[src/sv/ssnf_pkg.sv]
// ----------------------------------------------------------------------------
// ssnf_pkg
// Shared types, constants and lookup functions for the seven-segment
// number formatter.
// ----------------------------------------------------------------------------
package ssnf_pkg;

    localparam int READ_W        = 64;
    localparam int INT_W         = 40;   // holds 10^12 - 1
    localparam int FRAC_W        = 20;   // holds 10^6
    localparam int CELL_W        = 5;
    localparam int SEG_W         = 7;
    localparam int NDIG_W        = 4;
    localparam int FDIG_W        = 3;
    localparam int CFG_IDX_W     = 2;
    localparam int CFG_DATA_W    = 4;
    localparam int QUEUE_DEPTH   = 4;

    localparam int DEF_MAX_INTEGER_DIGITS  = 12;
    localparam int DEF_MAX_FRACTION_DIGITS = 6;
    localparam int DEF_FRACTION_BITS       = 20;

    localparam logic [CFG_IDX_W-1:0] CFG_INTEGER_DIGITS  = 2'd0;
    localparam logic [CFG_IDX_W-1:0] CFG_FRACTION_DIGITS = 2'd1;

    localparam logic [SEG_W-1:0] SEG_DASH  = 7'h40;
    localparam logic [SEG_W-1:0] SEG_BLANK = 7'h00;

    // One classified reading, handed from front to back
    typedef struct packed {
        logic              has_reading;
        logic              neg;
        logic              ovl;
        logic [INT_W-1:0]  whole_part;
        logic [FRAC_W-1:0] frac_part;
        logic [NDIG_W-1:0] n_int;
        logic [FDIG_W-1:0] n_frac;
    } ssnf_item_t;

    function automatic logic [INT_W-1:0] pow10(input logic [NDIG_W-1:0] p);
        logic [INT_W-1:0] r;
        unique case (p)
            4'd0:    r = 40'd1;
            4'd1:    r = 40'd10;
            4'd2:    r = 40'd100;
            4'd3:    r = 40'd1000;
            4'd4:    r = 40'd10000;
            4'd5:    r = 40'd100000;
            4'd6:    r = 40'd1000000;
            4'd7:    r = 40'd10000000;
            4'd8:    r = 40'd100000000;
            4'd9:    r = 40'd1000000000;
            4'd10:   r = 40'd10000000000;
            4'd11:   r = 40'd100000000000;
            4'd12:   r = 40'd1000000000000;
            default: r = 40'd0;
        endcase
        return r;
    endfunction

    function automatic logic [SEG_W-1:0] digit_mask(input logic [3:0] d);
        logic [SEG_W-1:0] m;
        unique case (d)
            4'd0:    m = 7'h3F;
            4'd1:    m = 7'h06;
            4'd2:    m = 7'h5B;
            4'd3:    m = 7'h4F;
            4'd4:    m = 7'h66;
            4'd5:    m = 7'h6D;
            4'd6:    m = 7'h7D;
            4'd7:    m = 7'h07;
            4'd8:    m = 7'h7F;
            4'd9:    m = 7'h6F;
            default: m = SEG_BLANK;
        endcase
        return m;
    endfunction

endpackage

[src/sv/ssnf_front.sv]
// ----------------------------------------------------------------------------
// ssnf_front
// Accepts readings, takes the magnitude, rounds the fraction to the
// configured resolution and classifies overload, over three stages.
// ----------------------------------------------------------------------------
module ssnf_front #(
    parameter int MAX_INTEGER_DIGITS  = ssnf_pkg::DEF_MAX_INTEGER_DIGITS,
    parameter int MAX_FRACTION_DIGITS = ssnf_pkg::DEF_MAX_FRACTION_DIGITS,
    parameter int FRACTION_BITS       = ssnf_pkg::DEF_FRACTION_BITS
) (
    input  logic                              clk,
    input  logic                              rst_n,
    input  logic                              take,
    input  logic [ssnf_pkg::READ_W-1:0]       reading,
    input  logic                              reading_valid,
    input  logic [ssnf_pkg::NDIG_W-1:0]       cfg_int,
    input  logic [ssnf_pkg::FDIG_W-1:0]       cfg_frac,
    input  logic                              pop,
    output logic                              full,
    output logic                              push,
    output ssnf_pkg::ssnf_item_t              push_item
);
    import ssnf_pkg::*;

    localparam int HI_W   = READ_W - FRACTION_BITS;
    localparam int PROD_W = FRACTION_BITS + FRAC_W;
    localparam int CNT_W  = $clog2(QUEUE_DEPTH + 1);
    localparam logic [PROD_W:0] HALF =
        {{(FRAC_W + 1){1'b0}}, 1'b1, {(FRACTION_BITS - 1){1'b0}}};

    // stage A
    logic                     a_vld_reg;
    logic [HI_W-1:0]          a_hi_reg;
    logic [FRACTION_BITS-1:0] a_lo_reg;
    logic                     a_neg_reg, a_rd_reg;
    logic [NDIG_W-1:0]        a_n_reg;
    logic [FDIG_W-1:0]        a_f_reg;
    // stage B
    logic                     b_vld_reg;
    logic [HI_W-1:0]          b_hi_reg;
    logic [PROD_W-1:0]        b_prod_reg;
    logic                     b_neg_reg, b_rd_reg;
    logic [NDIG_W-1:0]        b_n_reg;
    logic [FDIG_W-1:0]        b_f_reg;

    logic [CNT_W-1:0]         inflight_reg, inflight_next;
    logic [READ_W-1:0]        mag;
    logic [NDIG_W-1:0]        n_clamp;
    logic [FDIG_W-1:0]        f_clamp;
    logic [INT_W-1:0]         pow_a_full, pow_b_full;
    logic [FRAC_W-1:0]        pow_a, pow_b;
    logic [PROD_W:0]          rsum;
    logic [FRAC_W:0]          t;
    logic                     carry;
    logic [HI_W:0]            int_full;
    logic [HI_W:0]            limit;

    // Clamp the digit counts into range
    always_comb
    begin
        if (cfg_int == '0)
            n_clamp = NDIG_W'(1);
        else if (cfg_int > NDIG_W'(MAX_INTEGER_DIGITS))
            n_clamp = NDIG_W'(MAX_INTEGER_DIGITS);
        else
            n_clamp = cfg_int;
        if (cfg_frac > FDIG_W'(MAX_FRACTION_DIGITS))
            f_clamp = FDIG_W'(MAX_FRACTION_DIGITS);
        else
            f_clamp = cfg_frac;
        mag = reading[READ_W-1] ? (~reading + READ_W'(1)) : reading;
    end

    // Stage A: split magnitude
    always_ff @(posedge clk or negedge rst_n)
    begin
        if (!rst_n)
            a_vld_reg <= 1'b0;
        else
            a_vld_reg <= take;
    end

    always_ff @(posedge clk)
    begin
        if (take)
        begin
            a_hi_reg  <= mag[READ_W-1:FRACTION_BITS];
            a_lo_reg  <= mag[FRACTION_BITS-1:0];
            a_neg_reg <= reading_valid & reading[READ_W-1];
            a_rd_reg  <= reading_valid;
            a_n_reg   <= n_clamp;
            a_f_reg   <= f_clamp;
        end
    end

    // Stage B: scale fraction by 10^f
    assign pow_a_full = pow10(NDIG_W'(a_f_reg));
    assign pow_a      = pow_a_full[FRAC_W-1:0];

    always_ff @(posedge clk or negedge rst_n)
    begin
        if (!rst_n)
            b_vld_reg <= 1'b0;
        else
            b_vld_reg <= a_vld_reg;
    end

    always_ff @(posedge clk)
    begin
        if (a_vld_reg)
        begin
            b_hi_reg   <= a_hi_reg;
            b_prod_reg <= {{FRAC_W{1'b0}}, a_lo_reg} * {{FRACTION_BITS{1'b0}}, pow_a};
            b_neg_reg  <= a_neg_reg;
            b_rd_reg   <= a_rd_reg;
            b_n_reg    <= a_n_reg;
            b_f_reg    <= a_f_reg;
        end
    end

    // Stage C: round half away, carry into integer, test overload
    always_comb
    begin
        pow_b_full = pow10(NDIG_W'(b_f_reg));
        pow_b      = pow_b_full[FRAC_W-1:0];
        rsum       = {1'b0, b_prod_reg} + HALF;
        t          = rsum[PROD_W:FRACTION_BITS];
        carry      = (t == {1'b0, pow_b});
        int_full   = {1'b0, b_hi_reg} + {{HI_W{1'b0}}, carry};
        limit      = {{(HI_W + 1 - INT_W){1'b0}}, pow10(b_n_reg)};

        push                  = b_vld_reg;
        push_item.has_reading = b_rd_reg;
        push_item.neg         = b_neg_reg;
        push_item.ovl         = b_rd_reg && (int_full >= limit);
        push_item.whole_part  = b_rd_reg ? int_full[INT_W-1:0] : '0;
        push_item.frac_part   = (b_rd_reg && !carry) ? t[FRAC_W-1:0] : '0;
        push_item.n_int       = b_n_reg;
        push_item.n_frac      = b_f_reg;
    end

    // Count words between accept and pop; reserves queue space
    always_comb
    begin
        inflight_next = inflight_reg;
        if (take && !pop)
            inflight_next = inflight_reg + CNT_W'(1);
        else if (!take && pop)
            inflight_next = inflight_reg - CNT_W'(1);
    end

    always_ff @(posedge clk or negedge rst_n)
    begin
        if (!rst_n)
            inflight_reg <= '0;
        else
            inflight_reg <= inflight_next;
    end

    assign full = (inflight_reg == CNT_W'(QUEUE_DEPTH));

endmodule

[src/sv/ssnf_queue.sv]
// ----------------------------------------------------------------------------
// ssnf_queue
// Short first-in first-out queue of classified readings.
// ----------------------------------------------------------------------------
module ssnf_queue (
    input  logic                 clk,
    input  logic                 rst_n,
    input  logic                 push,
    input  ssnf_pkg::ssnf_item_t push_item,
    input  logic                 pop,
    output logic                 empty,
    output ssnf_pkg::ssnf_item_t head
);
    import ssnf_pkg::*;

    localparam int PTR_W = $clog2(QUEUE_DEPTH);
    localparam int CNT_W = $clog2(QUEUE_DEPTH + 1);

    ssnf_item_t       mem [QUEUE_DEPTH];
    logic [PTR_W-1:0] wr_reg, rd_reg;
    logic [CNT_W-1:0] count_reg;

    // Write entry
    always_ff @(posedge clk)
    begin
        if (push)
            mem[wr_reg] <= push_item;
    end

    // Advance pointers and count
    always_ff @(posedge clk or negedge rst_n)
    begin
        if (!rst_n)
        begin
            wr_reg    <= '0;
            rd_reg    <= '0;
            count_reg <= '0;
        end
        else
        begin
            if (push)
                wr_reg <= (wr_reg == PTR_W'(QUEUE_DEPTH - 1)) ? '0 : wr_reg + PTR_W'(1);
            if (pop)
                rd_reg <= (rd_reg == PTR_W'(QUEUE_DEPTH - 1)) ? '0 : rd_reg + PTR_W'(1);
            if (push && !pop)
                count_reg <= count_reg + CNT_W'(1);
            else if (!push && pop)
                count_reg <= count_reg - CNT_W'(1);
        end
    end

    assign empty = (count_reg == '0);
    assign head  = mem[rd_reg];

endmodule

[src/sv/ssnf_back.sv]
// ----------------------------------------------------------------------------
// ssnf_back
// Walks one row of cells per word, one cell a cycle, pulling decimal
// digits most significant first from a running remainder.
// ----------------------------------------------------------------------------
module ssnf_back (
    input  logic                          clk,
    input  logic                          rst_n,
    input  logic                          empty,
    input  ssnf_pkg::ssnf_item_t          head,
    output logic                          pop,
    output logic                          result_strobe,
    output logic [ssnf_pkg::SEG_W-1:0]    segments,
    output logic                          point_after,
    output logic [ssnf_pkg::CELL_W-1:0]   cell_number,
    output logic                          overload,
    output logic                          last_cell
);
    import ssnf_pkg::*;

    logic             active_reg, active_next;
    ssnf_item_t       item_reg;
    logic [CELL_W-1:0] cell_reg, cell_next;
    logic [INT_W-1:0] rem_reg, rem_next;
    logic             started_reg, started_next;

    logic [CELL_W-1:0] n5, last_idx, p5;
    logic              int_phase, sign_cell, is_last;
    logic [NDIG_W-1:0] p;
    logic [INT_W-1:0]  base, thr, sub;
    logic [3:0]        digit;
    logic              show;

    always_comb
    begin
        n5        = {1'b0, item_reg.n_int};
        last_idx  = n5 + {2'b0, item_reg.n_frac};
        sign_cell = (cell_reg == '0);
        int_phase = (cell_reg <= n5);
        p5        = int_phase ? (n5 - cell_reg) : (last_idx - cell_reg);
        p         = p5[NDIG_W-1:0];
        is_last   = active_reg && (cell_reg == last_idx);
        base      = pow10(p);

        // Pick the largest digit whose multiple fits the remainder
        digit = 4'd0;
        sub   = '0;
        for (int d = 1; d <= 9; d++)
        begin
            thr = base * INT_W'(d);
            if (rem_reg >= thr)
            begin
                digit = 4'(d);
                sub   = thr;
            end
        end

        show = started_reg || (digit != 4'd0) || (cell_reg == n5);

        // Drive the cell
        result_strobe = active_reg;
        cell_number   = cell_reg;
        overload      = item_reg.ovl;
        last_cell     = is_last;
        point_after   = item_reg.has_reading && (item_reg.n_frac != '0) && (cell_reg == n5);
        if (!item_reg.has_reading)
            segments = SEG_BLANK;
        else if (sign_cell)
            segments = item_reg.neg ? SEG_DASH : SEG_BLANK;
        else if (item_reg.ovl)
            segments = SEG_DASH;
        else if (!int_phase || show)
            segments = digit_mask(digit);
        else
            segments = SEG_BLANK;

        // Advance the row, or load the next word
        pop          = !empty && (!active_reg || is_last);
        active_next  = active_reg;
        cell_next    = cell_reg;
        rem_next     = rem_reg;
        started_next = started_reg;
        if (pop)
        begin
            active_next  = 1'b1;
            cell_next    = '0;
            rem_next     = head.whole_part;
            started_next = 1'b0;
        end
        else if (is_last)
            active_next = 1'b0;
        else if (active_reg)
        begin
            cell_next = cell_reg + CELL_W'(1);
            if (cell_reg == n5)
                rem_next = {{(INT_W - FRAC_W){1'b0}}, item_reg.frac_part};
            else if (!sign_cell)
                rem_next = rem_reg - sub;
            if (!sign_cell && digit != 4'd0)
                started_next = 1'b1;
        end
    end

    always_ff @(posedge clk or negedge rst_n)
    begin
        if (!rst_n)
            active_reg <= 1'b0;
        else
            active_reg <= active_next;
    end

    always_ff @(posedge clk)
    begin
        if (pop)
            item_reg <= head;
        cell_reg    <= cell_next;
        rem_reg     <= rem_next;
        started_reg <= started_next;
    end

endmodule

[src/sv/seven_segment_number_formatter.sv]
// ----------------------------------------------------------------------------
// seven_segment_number_formatter
// An accepted word passes stage A, stage B and the queue before its first cell.
// Throughput: one cell per cycle, 1 + integer + fraction cells per word
// (2 to 19 cells), set by the digit-by-digit back end.
// busy rises when four words are in flight; results cannot be stalled.
// Reset: integer_digits 4, fraction_digits 2, all words dropped.
// ----------------------------------------------------------------------------
module seven_segment_number_formatter #(
    parameter int MAX_INTEGER_DIGITS  = ssnf_pkg::DEF_MAX_INTEGER_DIGITS,
    parameter int MAX_FRACTION_DIGITS = ssnf_pkg::DEF_MAX_FRACTION_DIGITS,
    parameter int FRACTION_BITS       = ssnf_pkg::DEF_FRACTION_BITS
) (
    input  logic                              clk,
    input  logic                              rst_n,
    input  logic                              start,
    output logic                              busy,
    input  logic [ssnf_pkg::READ_W-1:0]       reading,
    input  logic                              reading_valid,
    input  logic                              cfg_valid,
    output logic                              cfg_ready,
    input  logic [ssnf_pkg::CFG_IDX_W-1:0]    cfg_index,
    input  logic [ssnf_pkg::CFG_DATA_W-1:0]   cfg_data,
    output logic                              result_strobe,
    output logic [ssnf_pkg::SEG_W-1:0]        segments,
    output logic                              point_after,
    output logic [ssnf_pkg::CELL_W-1:0]       cell_number,
    output logic                              overload,
    output logic                              last_cell
);
    import ssnf_pkg::*;

    logic [NDIG_W-1:0] int_digits_reg;
    logic [FDIG_W-1:0] frac_digits_reg;
    logic              take, full, push, pop, empty;
    ssnf_item_t        push_item, head;

    // Configuration registers
    assign cfg_ready = 1'b1;

    always_ff @(posedge clk or negedge rst_n)
    begin
        if (!rst_n)
        begin
            int_digits_reg  <= NDIG_W'(4);
            frac_digits_reg <= FDIG_W'(2);
        end
        else if (cfg_valid && cfg_ready)
        begin
            if (cfg_index == CFG_INTEGER_DIGITS)
                int_digits_reg <= cfg_data[NDIG_W-1:0];
            else if (cfg_index == CFG_FRACTION_DIGITS)
                frac_digits_reg <= cfg_data[FDIG_W-1:0];
        end
    end

    assign busy = full;
    assign take = start && !busy;

    ssnf_front #(
        .MAX_INTEGER_DIGITS  (MAX_INTEGER_DIGITS),
        .MAX_FRACTION_DIGITS (MAX_FRACTION_DIGITS),
        .FRACTION_BITS       (FRACTION_BITS)
    ) u_front (
        .clk           (clk),
        .rst_n         (rst_n),
        .take          (take),
        .reading       (reading),
        .reading_valid (reading_valid),
        .cfg_int       (int_digits_reg),
        .cfg_frac      (frac_digits_reg),
        .pop           (pop),
        .full          (full),
        .push          (push),
        .push_item     (push_item)
    );

    ssnf_queue u_queue (
        .clk       (clk),
        .rst_n     (rst_n),
        .push      (push),
        .push_item (push_item),
        .pop       (pop),
        .empty     (empty),
        .head      (head)
    );

    ssnf_back u_back (
        .clk           (clk),
        .rst_n         (rst_n),
        .empty         (empty),
        .head          (head),
        .pop           (pop),
        .result_strobe (result_strobe),
        .segments      (segments),
        .point_after   (point_after),
        .cell_number   (cell_number),
        .overload      (overload),
        .last_cell     (last_cell)
    );

endmodule
[config.mk]
export PLATFORM = sky130hd
export DESIGN_NAME = seven_segment_number_formatter
export DESIGN_NICKNAME = d
export VERILOG_FILES = /design/src/sv/ssnf_pkg.sv /design/src/sv/ssnf_front.sv /design/src/sv/ssnf_queue.sv /design/src/sv/ssnf_back.sv /design/src/sv/seven_segment_number_formatter.sv
export SDC_FILE = /design/constraint.sdc
export NUM_CORES = 2
export LEC_CHECK = 0
export BUFFER_PORTS_ARGS = -buffer_cell sky130_fd_sc_hd__buf_2
export CORE_UTILIZATION = 45
export CTS_BUF_LIST = sky130_fd_sc_hd__clkbuf_8
export CTS_CLUSTER_SIZE = 12
export DETAILED_ROUTE_END_ITERATION = 10
export PLACE_DENSITY = 0.58
export SETUP_SLACK_MARGIN = 0.15
export SYNTH_ARGS = -nofsm -noshare
export SYNTH_HDL_FRONTEND = slang
export SYNTH_SLANG_ARGS = --single-unit
[constraint.sdc]
create_clock -name clk -period 16.6 [get_ports clk]
set_clock_uncertainty 0.1 [all_clocks]
set_input_delay 1.66 -clock clk [delete_from_list [all_inputs] [get_ports clk]]
set_output_delay 1.66 -clock clk [all_outputs]
set_load 0.01 [all_outputs]
==> results.yml <==
synthesis:
  synth_nets: 7068
  yosysUniqueCellTypes: 91
  yosys.area.top_type_share: 0.2568
  ys_top_cells_by_count: "ha_1 (809), inv_1 (596), nand2_1 (502)"
  synth_top_area_cell: "edfxtp_1"
  synth_ff_type: "edfxtp_1"
  ys_ff_latch: 587
  synth_most_common_cell: "ha_1"
  synthesis.area_mm2: 0.05811
  synthTopCellsByArea: "edfxtp_1 (26%), ha_1 (17%), fa_1 (12%)"
  async_reset_ff_frac: 0.03407
  avgSynthCellArea_um2: 9.945
  synth_warnings: 0
  synth-edff-count: 497
  ys_seq_area_frac: 0.2896
  syn_inst: 5843
place:
  globalplace.congestion: 0.9849
  dp_slack_ns: 0.5462
  placed_cell_area_mm2: 0.06098
  numPortBuffers: 91
  dp_hpwl_mm: 143.7
critical_path:
  critPathCaptureType: "output pin"
  critical_path.max_fanout: 38
  critPathSlowestCell: "a221o_2"
  ff2ff_path_depth: 54
  required_ns: 14.84
  crit_arrival_ns: 13.85
  critical_path_class: "reg2out"
  crit_path_max_incr_delay_ns: 0.66
  worstSetupStartpointType: "flip-flop"
floorplan:
  die_w_um: 361.4
  rows: 131
  io_pins: 93
  core_area_mm2: 0.1278
  initial_core_util: 0.4545
  die_y_um: 361.4
  die_area_mm2: 0.1306
global_routing:
  grt_pass1_wl_mm: 275.8
  grt_usage: 0.2776
  overflow: 0
  grt_max_degree: 76
  grt_antenna_before_repair: 10
  grt_pass1_vias: 44900
timing:
  setup_viol: 0
  worst_slew_pin_slew_ns: 1.366
  fmax_ghz: 0.06407
  post-route-min-period_ns: 15.61
  finalHoldViolations: 0
  finalCritPeriodShare: 0.9403
  rsz0062_at_grt: "no"
  fin_setup_tns_ns: 0
  drv_slew: 0
  final.setup.worst_slack_ns: 0.9917
  max_slew_margin: 0.07792
layout:
  fin_nets: 7190
  fin_area_mm2: 0.06280
  layout-drive-gt1-share: 0.08412
  largest_reg_flops: 280
  areaGrowthSynthToFinish_pct: 8.066
  utilization: 0.4912
outcome:
  outcome: "complete, no violations"
clock_network:
  clock_latency_ns: 0.76
  cts_max_level: 3
  cts_root_buffer: "clkbuf_8"
  cts_tree: "done"
  path_clk_slew_ns: 0.07
  cts.sinks: 587
  cts_made_buffers: 87
  cts.path.max_buffers: 3
routing:
  vias: 45610
  drcViolationCount: 0
  vias_per_cell: 5.915
  avgRoutedWirePerCell_um: 23.66
  wl_mm: 182.5
  ant_nets: 0
  dr.pass1.iters: 6
  drt_iter0_markers: 3942
worst_hold_path:
  hold-path-cell-count: 0
  hp-class: "reg2reg"
flow_run:
  cap_violations: 0
-- cell usage in the layout, fill, tap and decap left out, types with 73 or more instances in the layout --
master,count
ha_1,809
inv_1,617
nand2_1,502
edfxtp_1,497
fa_1,341
nor2_1,301
a21oi_1,298
o21ai_0,249
xnor2_1,208
a21o_1,206
and2_1,202
buf_4,127
xor2_1,120
nand3_1,117
clkbuf_8,93
buf_2,91
nand4_1,82
nor3_1,76
o21a_1,73
-- final timing paths --
path                                        endpoint  slack, ns            startpoint
worst max register to register    u_back.rem_reg[39]       1.22    u_back.item_reg[6]
min in group asynchronous          int_digits_reg[3]       0.82                 rst_n
max in group asynchronous          u_front.a_vld_reg      15.12                 rst_n
worst min-delay path            u_front.b_hi_reg[26]       0.31  u_front.a_hi_reg[26]
worst min register to register  u_front.b_hi_reg[26]       0.31  u_front.a_hi_reg[26]
worst max-delay path                     segments[2]       0.99    u_back.item_reg[6]
-- cell families after synthesis --
group	count (synthesis)	share of synthesized area
XOR/XNOR	330	0.04997
buffers and inverters	784	0.05071
AND/OR/NAND/NOR	1586	0.1349
adder cells (fa/ha/maj)	1152	0.2920
AO/OA/AOI/OAI	1281	0.1462
flip-flops	587	0.2896
multiplexers	122	0.03660
other	1	0.00006453
-- per-layer routing --
layer | wire length (µm) | global-route usage | up-vias
li1 | - | - | 21190
met1 | 80040 | 0.3858 | 22390
met2 | 82540 | 0.4416 | 1691
met3 | 12870 | 0.03695 | 338
met4 | 7028 | 0.1016 | 0
met5 | 0 | 0 | -
-- stage by stage --
stage | cells | hold slack [ns]
CTS | 7701 | 0.3158
detailed placement | 7538 | 0.3045
floorplan | 5843 | 0.3003
global route | 7708 | 0.3218
global placement | 7537 | 0.3033
finish | 7711 | 0.3119
-- worst max-delay path, delay by kind of cell (launching register included) --
family / cells / cell delay [ns]
AO/OA/AOI/OAI: 24 / 5.99
XOR/XNOR: 1 / 0.34
adder cells (fa/ha/maj): 6 / 2.03
buffers and inverters: 8 / 1.66
flip-flops: 1 / 0.37
multiplexers: 1 / 0.37
AND/OR/NAND/NOR: 10 / 2.30
-- layout make-up --
cell class | instances | area (µm²)
fillers | 11960 | 65050
flip-flops and latches | 587 | 16840
diodes | 10 | 25.02
multi-input cells | 4472 | 38440
clock inverters | 70 | 459.2
well taps | 1662 | 2079
clock buffers | 93 | 1280
repair buffers | 219 | 1419
inverters | 598 | 2252
-- what timing repair did --
action                                  4_1_cts  5_1_grt
hold buffers                                  0        0
buffers inserted                              0        0
gates resized for setup                       0       12
endpoints found under the setup margin        0       14
Power is not shown: default switching activity piles up to over one toggle a cycle in this logic, so the estimate is an artifact.
